`config.mk`:
```
export PLATFORM = sky130hd
export DESIGN_NAME = sem_queue
export DESIGN_NICKNAME = d
export VERILOG_FILES = /design/src/rtl/core/sobel_edge_magnitude_assert.svh /design/src/rtl/core/sem_pkg.sv /design/src/rtl/core/sem_queue.sv
export SDC_FILE = /design/constraint.sdc
export NUM_CORES = 1
export LEC_CHECK = 0
export BUFFER_PORTS_ARGS = -buffer_cell sky130_fd_sc_hd__buf_2
export CAP_MARGIN = 40
export CORE_ASPECT_RATIO = 1.5
export CORE_MARGIN = 1
export CORE_UTILIZATION = 47
export CTS_BUF_LIST = sky130_fd_sc_hd__clkbuf_8
export DETAILED_ROUTE_END_ITERATION = 10
export HOLD_SLACK_MARGIN = 0.03
export PLACE_DENSITY = 0.65
export SYNTH_ARGS = -nofsm -noshare
export SYNTH_HDL_FRONTEND = slang
export SYNTH_SLANG_ARGS = --single-unit
export TNS_END_PERCENT = 1
```
`constraint.sdc`:
```
create_clock -name clk -period 3.75 [get_ports clk]
set_clock_uncertainty 0.1 [all_clocks]
set_input_delay 0.75 -clock clk [delete_from_list [all_inputs] [get_ports clk]]
set_output_delay 0.75 -clock clk [all_outputs]
set_load 0.01 [all_outputs]
```
`src/rtl/core/sobel_edge_magnitude_assert.svh`:
```
// assertion macros for the sobel edge magnitude block
// no dependencies; used by the top level only
`ifndef SOBEL_EDGE_MAGNITUDE_ASSERT_SVH
`define SOBEL_EDGE_MAGNITUDE_ASSERT_SVH
`ifndef SYNTH
`define SEM_ASSERT(label, clk, rst_n, prop, msg) \
    label: assert property (@(posedge clk) disable iff (!rst_n) prop) else $error(msg);
`define SEM_NEVER(label, clk, rst_n, cond, msg) \
    label: assert property (@(posedge clk) disable iff (!rst_n) !(cond)) else $error(msg);
`else
`define SEM_ASSERT(label, clk, rst_n, prop, msg)
`define SEM_NEVER(label, clk, rst_n, cond, msg)
`endif
`endif

```
`src/rtl/core/sem_pkg.sv`:
```
// shared types and constants for the sobel edge magnitude block
// no dependencies
package sem_pkg;
    localparam int MAX_WIDTH_DEF = 1024;
    localparam logic [10:0] WIDTH_RESET = 11'd640;
    localparam logic [11:0] HEIGHT_RESET = 12'd480;
    localparam logic CFG_WIDTH = 1'b0;
    localparam logic CFG_HEIGHT = 1'b1;
    localparam int QUEUE_DEPTH = 16;

    // one window job handed from front to back
    typedef struct packed {
        logic [71:0] top;
        logic [71:0] mid;
        logic [71:0] bot;
        logic has_l;
        logic has_r;
        logic has_t;
        logic has_b;
        logic last;
    } job_t;

    // per channel result beat
    typedef struct packed {
        logic [7:0] red;
        logic [7:0] green;
        logic [7:0] blue;
        logic last;
    } res_t;
endpackage

```
`src/rtl/core/sem_queue.sv`:
```
// result queue between back end and output ports
// depends on sem_pkg
module sem_queue #(
    parameter int DEPTH = sem_pkg::QUEUE_DEPTH
) (
    input  logic clk,
    input  logic rst_n,
    input  logic wr,
    input  sem_pkg::res_t wdata,
    input  logic rd,
    output sem_pkg::res_t rdata,
    output logic empty,
    output logic [$clog2(DEPTH+1)-1:0] count
);
    localparam int PW = $clog2(DEPTH);
    sem_pkg::res_t mem_reg [DEPTH];
    logic [PW-1:0] wp_reg, rp_reg;
    logic [$clog2(DEPTH+1)-1:0] cnt_reg;

    always_ff @(posedge clk)
    begin
        if (wr) mem_reg[wp_reg] <= wdata;
    end

    always_ff @(posedge clk or negedge rst_n)
    begin
        if (!rst_n)
        begin
            wp_reg <= '0; rp_reg <= '0; cnt_reg <= '0;
        end
        else
        begin
            if (wr) wp_reg <= PW'((wp_reg + 1'b1) % DEPTH);
            if (rd) rp_reg <= PW'((rp_reg + 1'b1) % DEPTH);
            cnt_reg <= cnt_reg + wr - rd;
        end
    end

    assign rdata = mem_reg[rp_reg];
    assign empty = cnt_reg == '0;
    assign count = cnt_reg;
endmodule

```
Word level (Yosys, flattened, before mapping) --
Memories as Yosys holds them, arrays and structs flattened. Cells that the tools add are included.
Word-level totals: bits in registers 13, RAM bits 400, input port bits 29, output and inout bits 31, logic and storage cells 11, memories 1
Memories:
- mem_reg | depth 16, bits a word 25, read ports 1, clocked after memory_dff 0, write ports 1, line sem_queue.sv:16 | sem_pkg::res_t mem_reg [DEPTH];
Cells by class: $add $sub $neg 4, muxes and demuxes 2, reductions and logical operators 1
Operator list (number):
- $add 4x1->4 const B | 2
- $add 5x1->5 | 1
- $logic_not 5->1 | 1
- $sub 5x1->5 | 1
- $mux 1 | 2

Longest topological paths before layout --
depth after elaboration 2, gate-level depth with buffers 8, mapped depth without buffers 8

Least setup slack after synthesis --
OpenSTA, ideal clock, no wires.
path kind input to register, start in wr, end mem mem_reg[3][0] (netlist bit), enable pin, arrival time 2.892 ns, data required time 3.212 ns, path slack 0.319 ns, cell stages on the path 3, buffers on the path 1, path through clkbuf_1 nand2_1 nor3_1
On the way: word-level cells in the longest chain between the ends 2
Ends and longest elaborated chain:
- start: declaration | line sem_queue.sv:8 | input logic wr,
- $mux 1 | line sem_queue.sv:22 | if (wr) mem_reg[wp_reg] <= wdata;
- $mux 1 (implied by the code) | line sem_queue.sv:22
- end: declaration | line sem_queue.sv:16
Every way passes these cells.

==> summary.txt <==
Global route
  – Largest net degree at the start of global routing: 69
  – GRT Residual Overflow: 0
  – Initial antenna violation count: 2
  – Vias in the first global route: 7937
  – Total GRT Usage: 0.192
  – First-pass GRT wire length: 48800 µm

CTS
  – Number of setup buffers added after CTS: 0
  – Root buffer cell: clkbuf_8
  – Clock Sinks: 413
  – Htree depth: 2
  – Clk_lat worst skew: 0.60 ns
  – Post-cts sizing count: 0
  – Hold-fix buffers, CTS: 1
  – CTS buffer count: 57
  – Clock-pin slew on the worst setup and hold paths: 0.06 ns
  – CTS tree: yes
  – Clock buffer depth: 3

Hold path
  – Hold path start: rd
  – Worst Hold Class: input pin to flop

Worst setup path
  – CP Launch Type: flop
  – Crit end category: output port
  – Critical path class: flop to output port
  – Critical Path RT: 2.90 ns
  – Worst setup startpoint: rp_reg[0]
  – Crit path DAT: 2.67 ns
  – R2R setup slack: 1.46 ns
  – Worst r2r src: wp_reg[2]
  – Crit path max fanout: 35

Timing
  – TNS Setup: 0 ns
  – Fmax: 284 MHz
  – Final min period: 3.52 ns
  – Pins over their slew limit: 0
  – Final setup vio count: 0
  – Worst setup margin: 0.230 ns
  – RSZ-0062 raised after global routing: no
  – Fin crit share: 0.939
  – Least-Margin Pin Slew: 0.704 ns
  – Hold Fails Final Rpt: 0
  – Slew Limit Headroom: 0.529

Logic synthesis
  – Synthesized flop and latch total: 413
  – Cell area after synthesis: 16100 µm²
  – Sequential-to-total area share from yosys stat: 0.766
  – Mapped Cells: 692
  – Mapped Nets: 733
  – Yosys synthesis warning count: 0
  – Top-area cell type share of the netlist area: 0.745
  – Distinct cells, synth: 33
  – Top cells by area, synth: edfxtp_1, mux4_1, mux4_2
  – Yosys top cell by area: edfxtp_1
  – Syn avg cell area: 23.3 µm²

Floorplan
  – Die Y: 229 µm
  – I/O pin cnt: 60
  – DIE AREA: 35000 µm²
  – Starting density of the core: 0.480
  – Cell Rows: 82
  – Core region area: 33500 µm²
  – Die X: 153 µm

Pwr
  – Comb pwr share: 0.294
  – Flop pwr share: 0.448
  – Pint: 9.07 mW
  – Clock power frac: 0.258
  – Peak supply drop: 0.000450 V
  – LEAKAGE: 6.07 nW
  – Sw frac: 0.306
  – Sw Pwr: 4.00 mW
  – P per Cell Area: 724 nW/µm²

Placed design
  – GP Congestion: 0.693
  – Number of port buffers: 59
  – Worst slack, placed: 0.832 ns
  – Detailed Place HPWL: 17800 µm

Finish
  – Most frequent cells in the layout: edfxtp_1, clkbuf_8, buf_2, mux4_2, a22oi_1
  – Share of layout cells above drive strength 1: 0.284
  – Max reg flops: 400
  – Commonest non-fill, non-tap cell in the layout: edfxtp_1
  – Area delta synth->final: 12.1%
  – NumNets Final: 847

Route
  – Drt total wl: 32400 µm
  – Vias/cell: 5.78
  – 1st-iter DRT viols: 564
  – DRC: 0
  – ANT nets after route: 0
  – Via count: 7365
  – Wire per inst: 25.4 µm
  – Count of TritonRoute iterations in the first routing pass: 5

Outcome
  – Status: complete, no violations

Flow run
  – Number of max-cap violations: 0
==> worst max-delay path, stage by stage (launching register included) <==
cell and delay (ns):
dfrtp_4 0.43, buf_4 0.50, mux4_1 0.65, a22oi_1 0.21, nand2_1 0.09, buf_2 0.15
==> cells by family after synthesis <==
logic type	after synthesis	synth area share
xor gates and xnor gates	10	0.00544
AOI/OAI and AO/OA	55	0.0252
DFF	413	0.766
buffers and inverters	44	0.0273
and+or+nand+nor	57	0.0150
muxes	101	0.152
adders and majority gates	12	0.00978
==> cell type report <==
| type | count | area [µm²] |
|---|---|---|
| sequential | 413 | 12300 |
| timing repair buffer | 91 | 608 |
| fill | 2461 | 15500 |
| clock inverter | 47 | 308 |
| inverter | 8 | 30.0 |
| clock buffer | 59 | 812 |
| multi-input combinational | 235 | 3430 |
| tap | 420 | 526 |
| antenna | 1 | 2.50 |
==> per-layer routing <==
| layer | vias to the layer above | wire (µm) | track usage |
|---|---|---|---|
| met2 | 235 | 17200 | 0.334 |
| met1 | 3874 | 12900 | 0.244 |
| li1 | 3206 | - | - |
| met5 | - | 12 | 0 |
| met3 | 48 | 1730 | 0.0328 |
| met4 | 2 | 668 | 0.0631 |
==> power groups by stage <==
stage / registers, mW / logic, mW / clock network (mW)
2_1_floorplan: 5.81 / 2.94 / 0
3_3_place_gp: 5.91 / 3.80 / 0
3_5_place_dp: 5.96 / 3.91 / 0
4_1_cts: 5.86 / 3.92 / 3.44
5_1_grt: 5.90 / 4.13 / 3.62
6_report: 5.85 / 3.84 / 3.37
==> final timing paths <==
path | to | depth (start not counted)
hold / removal | rp_reg[0] | 2
max in group asynchronous | rp_reg[0] | 2
setup / recovery | rdata[3] | 5
min in group asynchronous | rp_reg[3] | 2
hold reg to reg | wp_reg[0] | 1
setup reg to reg | mem_reg[11][13] | 3
==> per-stage QoR <==
step	power [mW]	std cells	hold WS [ns]	area [µm²]	utilization
floorplan	8.74	692	0.354	16100	-
global placement	9.71	1165	0.435	16900	0.504
detailed placement	9.87	1166	0.452	16900	0.505
CTS	13.2	1273	0.274	18100	0.538
global route	13.6	1274	0.300	18100	0.538
finish	13.1	1274	0.309	18100	0.538
==> synth_stat cells (all sizes together) <==
cell / n
a21o: 1
a21oi: 2
a22oi: 50
and2: 1
buf: 18
bufbuf: 6
clkbuf: 11
clkdlybuf4s18: 1
dfrtp: 13
edfxtp: 400
fa: 1
ha: 11
inv: 8
mux2: 1
mux4: 100
nand2: 32
nand2b: 2
nand4: 2
nor2: 13
nor2b: 2
nor3: 4
nor4b: 1
o21ai: 1
o21bai: 1
xnor2: 5
xor2: 5
(Power assumes the default switching activity.)
