### src/rtl/core/sobel_edge_magnitude_assert.svh
// assertion macros for the sobel edge magnitude block
// no dependencies; used by the top level only
`ifndef SOBEL_EDGE_MAGNITUDE_ASSERT_SVH
`define SOBEL_EDGE_MAGNITUDE_ASSERT_SVH
`ifndef SYNTH
`define SEM_ASSERT(label, clk, rst_n, prop, msg) \
    label: assert property (@(posedge clk) disable iff (!rst_n) prop) else $error(msg);
`define SEM_NEVER(label, clk, rst_n, cond, msg) \
    label: assert property (@(posedge clk) disable iff (!rst_n) !(cond)) else $error(msg);
`else
`define SEM_ASSERT(label, clk, rst_n, prop, msg)
`define SEM_NEVER(label, clk, rst_n, cond, msg)
`endif
`endif

### src/rtl/core/sem_pkg.sv
// shared types and constants for the sobel edge magnitude block
// no dependencies
package sem_pkg;
    localparam int MAX_WIDTH_DEF = 1024;
    localparam logic [10:0] WIDTH_RESET = 11'd640;
    localparam logic [11:0] HEIGHT_RESET = 12'd480;
    localparam logic CFG_WIDTH = 1'b0;
    localparam logic CFG_HEIGHT = 1'b1;
    localparam int QUEUE_DEPTH = 16;

    // one window job handed from front to back
    typedef struct packed {
        logic [71:0] top;
        logic [71:0] mid;
        logic [71:0] bot;
        logic has_l;
        logic has_r;
        logic has_t;
        logic has_b;
        logic last;
    } job_t;

    // per channel result beat
    typedef struct packed {
        logic [7:0] red;
        logic [7:0] green;
        logic [7:0] blue;
        logic last;
    } res_t;
endpackage

### src/rtl/core/sem_back.sv
// back: gradients, squares, rounded root per channel, pipelined
// depends on sem_pkg
module sem_back (
    input  logic clk,
    input  logic rst_n,
    input  logic in_valid,
    input  sem_pkg::job_t job,
    output logic out_valid,
    output sem_pkg::res_t res
);
    localparam int ST = 10;
    logic [ST-1:0] v_reg;
    logic [20:0] s_reg [3];
    logic [7:0] r_reg [ST-1][3];
    logic [20:0] sp_reg [ST-2][3];
    logic last_reg [ST];

    function automatic logic [8:0] tap(input logic [71:0] row, input int k, input int c,
                                       input logic keep);
        return keep ? {1'b0, row[(2-k)*24 + (2-c)*8 +: 8]} : 9'd0;
    endfunction

    // gradients and sum of squares, one register stage
    always_ff @(posedge clk)
    begin
        logic signed [11:0] gx, gy;
        logic [10:0] ax, ay;
        for (int c = 0; c < 3; c++)
        begin
            gx = $signed({3'b0, tap(job.top, 2, c, job.has_t && job.has_r)})
               + 12'sd2 * $signed({3'b0, tap(job.mid, 2, c, job.has_r)})
               + $signed({3'b0, tap(job.bot, 2, c, job.has_b && job.has_r)})
               - $signed({3'b0, tap(job.top, 0, c, job.has_t && job.has_l)})
               - 12'sd2 * $signed({3'b0, tap(job.mid, 0, c, job.has_l)})
               - $signed({3'b0, tap(job.bot, 0, c, job.has_b && job.has_l)});
            gy = $signed({3'b0, tap(job.bot, 0, c, job.has_b && job.has_l)})
               + 12'sd2 * $signed({3'b0, tap(job.bot, 1, c, job.has_b)})
               + $signed({3'b0, tap(job.bot, 2, c, job.has_b && job.has_r)})
               - $signed({3'b0, tap(job.top, 0, c, job.has_t && job.has_l)})
               - 12'sd2 * $signed({3'b0, tap(job.top, 1, c, job.has_t)})
               - $signed({3'b0, tap(job.top, 2, c, job.has_t && job.has_r)});
            ax = gx[11] ? 11'(-gx) : gx[10:0];
            ay = gy[11] ? 11'(-gy) : gy[10:0];
            s_reg[c] <= 21'(ax) * 21'(ax) + 21'(ay) * 21'(ay);
        end
        last_reg[0] <= job.last;
    end

    // root digits, one bit per stage, then rounding
    always_ff @(posedge clk)
    begin
        logic [7:0] t;
        for (int c = 0; c < 3; c++)
        begin
            t = 8'h80;
            r_reg[0][c] <= (21'(t) * 21'(t) <= s_reg[c]) ? t : 8'd0;
            sp_reg[0][c] <= s_reg[c];
            for (int k = 1; k < 8; k++)
            begin
                t = r_reg[k-1][c] | (8'h80 >> k);
                r_reg[k][c] <= (21'(t) * 21'(t) <= sp_reg[k-1][c]) ? t : r_reg[k-1][c];
                sp_reg[k][c] <= sp_reg[k-1][c];
            end
            if (sp_reg[7][c] >= 21'd65281) r_reg[8][c] <= 8'd255;
            else if (sp_reg[7][c] > 21'(r_reg[7][c]) * 21'(r_reg[7][c]) + 21'(r_reg[7][c]))
                r_reg[8][c] <= r_reg[7][c] + 8'd1;
            else r_reg[8][c] <= r_reg[7][c];
        end
        for (int k = 1; k < ST; k++) last_reg[k] <= last_reg[k-1];
    end

    always_ff @(posedge clk or negedge rst_n)
    begin
        if (!rst_n) v_reg <= '0;
        else v_reg <= {v_reg[ST-2:0], in_valid};
    end

    assign out_valid = v_reg[ST-1];
    assign res = '{red: r_reg[8][0], green: r_reg[8][1], blue: r_reg[8][2],
                   last: last_reg[ST-1]};
endmodule

### config.mk
export PLATFORM = sky130hd
export DESIGN_NAME = sem_back
export DESIGN_NICKNAME = d
export VERILOG_FILES = /design/src/rtl/core/sobel_edge_magnitude_assert.svh /design/src/rtl/core/sem_pkg.sv /design/src/rtl/core/sem_back.sv
export SDC_FILE = /design/constraint.sdc
export NUM_CORES = 2
export LEC_CHECK = 0
export BUFFER_PORTS_ARGS = -buffer_cell sky130_fd_sc_hd__buf_2
export CAP_MARGIN = 20
export CORE_MARGIN = 1.5
export CORE_UTILIZATION = 65
export DETAILED_ROUTE_END_ITERATION = 10
export HOLD_SLACK_MARGIN = 0.08
export PLACE_DENSITY = 0.83
export REMOVE_ABC_BUFFERS = 1
export SETUP_SLACK_MARGIN = 0.4
export SYNTH_ARGS = -nofsm -noshare
export SYNTH_HDL_FRONTEND = slang
export SYNTH_SLANG_ARGS = --single-unit
### constraint.sdc
create_clock -name clk -period 15.55 [get_ports clk]
set_clock_uncertainty 0.05 [all_clocks]
set_input_delay 0 -clock clk [delete_from_list [all_inputs] [get_ports clk]]
set_output_delay 0 -clock clk [all_outputs]
set_load 0.005 [all_outputs]
# Yosys cells after proc, flatten, opt, wreduce, memory -nomap -nowiden
# Memories as Yosys holds them, arrays and structs flattened.
# Index checks and enable logic that the tools add are counted.
# op_classes
n_addsub	45
n_mul	30
magnitude_cmp	30
mux	84
n_bitwise	6
reduce_logical	4
# op_table
cell	count
16-bit by 21-bit less-or-equal comparator with 1-bit output	21
8-bit by 8-bit multiplier with 16-bit output	24
8-bit 2-to-1 mux	33
11-bit by 11-bit multiplier with 21-bit output	6
12-bit by 10-bit subtractor with 12-bit output	6
12-bit by 9-bit subtractor with 12-bit output	6
11-bit 2-to-1 mux	6
11-bit negator	6
21-bit adder	3
21-bit by 16-bit >= comparator with 1-bit output (second input constant)	3
15-bit by 21-bit less-or-equal comparator with 1-bit output (first input constant)	3
16-bit by 8-bit adder with 17-bit output	3
21-bit by 17-bit > comparator with 1-bit output	2
11-bit by 8-bit subtractor with 12-bit output	3
11-bit by 9-bit subtractor with 12-bit output	3
10-bit by 8-bit adder with 11-bit output	3
10-bit by 9-bit adder with 11-bit output	3
8-bit by 9-bit adder with 10-bit output	3
9-bit by 9-bit adder with 10-bit output	3
1-bit 2-to-1 mux	27
8-bit by 1-bit adder with 8-bit output (second input constant)	3
21-bit > comparator	1
7-bit 2-to-1 mux	3
6-bit 2-to-1 mux	3
6 further kinds	22
# word_totals
register_bits	10
ram_bits	793
in_bits	224
mem_count	4
# memory_table
name	depth	word_bits	rd	rd_ports_with_merged_regs	wr	line_no	text
sp_reg	8	63	8	0	8	sem_back.sv:15	logic [20:0] sp_reg [ST-2][3];
r_reg	9	24	9	0	9	sem_back.sv:14	logic [7:0] r_reg [ST-1][3];
s_reg	3	21	3	0	3	sem_back.sv:13	logic [20:0] s_reg [3];
last_reg	10	1	10	0	10	sem_back.sv:16	logic last_reg [ST];

# Depth between registers and ports, before layout
# logic_depth
word_depth	11
ltp_mapped	47
depth_no_buf	44

# Worst setup path after synthesis
# OpenSTA, ideal clock, no wires.
# synth_timing
path_kind	input to register
startpoint	input job[4] in the netlist's numbering
endpoint	memory s_reg[2][20] (netlist: s_reg[0][62])
setup_ns	0.130
t_arrival_ns	10.448
t_required_ns	15.370
path_slack_ns	4.923
stages	37
n_path_buf	2
cell_sequence	clkbuf_1 and2_1 clkbuf_1 nand2_1 fa_1 fa_1 fa_1 ha_1 fa_1 a21oi_1 o2111ai_1 a21o_1 a21o_1 a21oi_1 o31ai_1 xor2_1 clkinv_1 and2_2 fa_1 fa_1 inv_1 fa_1 inv_1 fa_1 fa_1 fa_1 inv_1 fa_1 inv_1 ha_1 o21a_1 o21ai_0 nand2b_1 o211ai_1 o21ai_0 o41ai_1 xnor3_1
# synth_lines
element	line_no	text
start, declared	sem_back.sv:7	input sem_pkg::job_t job,
end, declared	sem_back.sv:13	

==> flow_summary.rst <==
.. list-table::
   :header-rows: 1

   * - Metric
     - Value
   * - DRC
     - 0
   * - Syn-to-layout area delta
     - 7.32%
   * - Cell with the largest stage delay on the worst path
     - mux2i_1
   * - Worst Tran Pin Value
     - around 1.2 ns
   * - Compound-gate portion of the synthesized area
     - 6.49%
   * - Die outline area
     - roughly 0.11 mm2
   * - Worst-skew pair later-pin latency
     - approximately 0.63 ns
   * - RSZ-0062 raised after global routing
     - no
   * - Most used cells in the layout excluding fill and tap cells
     - inv_1, ha_1, fa_1, dfxtp_1, nand2_1
   * - Ratio of final minimum period to clock period
     - between 70% and 80%
   * - Number of global-route vias before repair
     - between 50,000 and 60,000
   * - Maximum number of pins on one net before global-route repair
     - 43
   * - Effective utilization at floorplan
     - approximately two thirds
   * - Vias per Instance
     - 5.39
   * - Count of instances resized after the clock tree is built
     - 0
   * - H-tree depth
     - 3
   * - Max-cap violation count
     - 0
   * - Root buf cell
     - clkbuf_16
   * - Cell type with the largest total area after synthesis
     - fa_1
   * - Num CTS Buffers
     - 70
   * - Status
     - finished, final reports clean
   * - Remaining number of nets flagged by the antenna check after routing
     - 0
   * - Final layout net count
     - about 9,500
   * - Hold Crit Class
     - in -> reg
   * - Post-synthesis register bit count
     - a little over 700
   * - Total routed wirelength
     - around 140,000 um
   * - Sum of negative setup slack
     - 0 ns
   * - Count of flip-flops with a built-in enable after synthesis
     - 24
   * - Number of DRC markers after the initial detailed-route iteration
     - about 2,400
   * - Number of pins exceeding their max-slew limit in the final report
     - 0
   * - Fraction of the mapped netlist area in simple logic gates
     - 11.3%
   * - Finished Core Util
     - around 70%
   * - Clock transition at the registers of the reported paths
     - about 0.070 ns
   * - Post-synthesis instance area
     - roughly 0.069 mm2
   * - Critical path capture point type
     - flip-flop
   * - Top post-synthesis cells by area
     - fa_1, dfxtp_1, ha_1
   * - Fraction of synthesized cell area taken by the top area cell type
     - between 20 and 30%
   * - Final critical delay including setup and external delays
     - approximately 12 ns
   * - Floorplan die height
     - approximately 330 um
   * - Placement row count
     - 119
   * - Share of final-layout standard cells stronger than drive strength 1
     - 6.00%
   * - CP Data Arrival Time
     - 12.50 ns
   * - Total I/O pin count
     - 250
   * - Global placer's final weighted congestion
     - 0.973
   * - Endpoints failing setup
     - 0
   * - Total count of hold-check failures in the final report
     - 0
   * - Warnings from Yosys
     - 0
   * - Core ar.
     - approximately 0.11 mm2
   * - Data required time of the critical path
     - roughly 16 ns
   * - CTS tree
     - yes
   * - Critical path launch point type
     - primary input
   * - Critical path fanouts, max
     - 15
   * - First-pass GRT wire length
     - between 200,000 and 250,000 um
   * - HPWL reported at the end of detailed placement
     - 119,000 um
   * - Die X-Extent
     - 328 um
   * - Main combinational cell family by area after synthesis
     - adder cells
   * - Main synth FF type
     - dfxtp_1
   * - Clock Tree Buf Depth
     - 3
   * - Max-slew headroom
     - between 10% and 20%
   * - Global routing usage summed across all routing layers
     - between 20 and 30%
   * - Total number of vias
     - 47,600
   * - Global route overflow
     - 0
   * - Most common library cell in the layout ignoring fill and taps
     - inv_1
   * - Post-synthesis xor/xnor area fraction
     - around 5.3%
   * - Class of the most critical setup path
     - in -> reg
   * - Fraction of registers with async set or reset after synthesis
     - 1.39%
   * - Share of synthesized area spent on multiplexers
     - less than 1%
   * - Number of distinct library cells after synthesis
     - 85
   * - Number of instances in the synthesized netlist
     - ~7,000
   * - Mean instance size in the synthesized netlist
     - slightly below 10 um2
   * - DR pass1 iterations
     - 8
   * - Post-synthesis sequential area ratio
     - 21.4%
   * - Post-synthesis share of cell area spent on full adders, half adders and majority gates
     - 45.0%
   * - Antenna violations before repair
     - 4
   * - Flip-flop count of the largest register, all copies and words added
     - slightly above 500
   * - Num Clock Sinks
     - 719
   * - Cell mode on critical path
     - fa_1
   * - WL/cell
     - 15.9 um
   * - Longest individual stage delay on the worst path
     - around 0.87 ns
   * - FMAX
     - around 83 MHz
   * - Number of I/O port buffers
     - around 230
path summary, 6_finish.rpt:
path	from	end	slack, ns	depth (start not counted)
min reg2reg	sp_reg[4][13]$_DFF_P_	sp_reg[5][13]$_DFF_P_	0.26	0
min in group asynchronous	rst_n	v_reg[2]$_DFF_PN0_	0.32	3
max in group asynchronous	rst_n	v_reg[9]$_DFF_PN0_	14.83	3
max reg2reg	r_reg[0][168]$_DFF_P_	r_reg[0][199]$_DFFE_PP_	8.33	26
max	job[4]	s_reg[0][62]$_DFF_P_	3.51	36
min	job[54]	s_reg[0][42]$_DFF_P_	0.23	4
Yosys cell counts, types with 26 or more instances:
library cell,count
a21oi_1,191
o21a_1,62
ha_1,1000
or4_1,34
inv_1,1702
nand2_1,446
fa_1,920
xor2_1,103
and2_1,221
nand3_1,58
buf_4,26
dfxtp_1,685
nor4_1,52
o21bai_1,39
clkbuf_1,76
nor3_1,62
a21o_1,100
o21ai_0,122
xnor2_1,303
nor2_1,384
nand4_1,57
nand2b_1,37
nor2b_1,53
and3_1,45
what timing repair did:
item / CTS / global route
buffers inserted: 0 / 0
hold endpoints to repair: 12 / 0
hold buffers: 6 / 0
critical path, delay by kind of cell:
kind / cells / cell delay, ns
simple gates: 4 / 1.40
xor+xnor: 1 / 0.47
compound gates: 10 / 3.31
fa+ha+maj: 13 / 5.50
buf+inv: 7 / 0.92
mux: 1 / 0.87
cells by family after synthesis:
family                   count (synthesis)
multiplexers                            31
buffers and inverters                 1813
flip-flops                             719
XOR/XNOR                               410
adder cells (fa/ha/maj)               1920
other                                    2
AND/OR/NAND/NOR                       1563
AO/OA/AOI/OAI                          680
layout make-up:
class | count | area (um2)
inverters | 1708 | 6410
well taps | 1391 | 1740
flip-flops and latches | 719 | 14700
repair buffers | 251 | 1330
clock inverters | 40 | 465
clock buffers | 86 | 1890
fillers | 7767 | 31400
diodes | 4 | 10.0
multi-input cells | 4629 | 47200
metrics by stage:
stage | setup slack (ns) | hold WS [ns] | cell area (um2) | std cells
after CTS | 3.49 | 0.180 | 73700 | 8821
final | 3.51 | 0.235 | 73700 | 8828
after global placement | 3.24 | -0.195 | 71300 | 8689
after floorplan | 5.14 | -0.346 | 68300 | 7056
after global routing | 2.72 | 0.264 | 73700 | 8826
after detailed placement | 2.88 | -0.179 | 71300 | 8689
layer usage:
metal / routed length, um / GRT usage [%] / up-vias
li1: - / - / 22700
met1: 55600 / 32.1 / 23300
met2: 73100 / 50.6 / 1281
met3: 6280 / 3.07 / 339
met4: 5500 / 11.0 / 2
met5: 10 / 0 / -
Power is not shown: default switching activity piles up to over one toggle a cycle in this logic, so the estimate is an artifact.
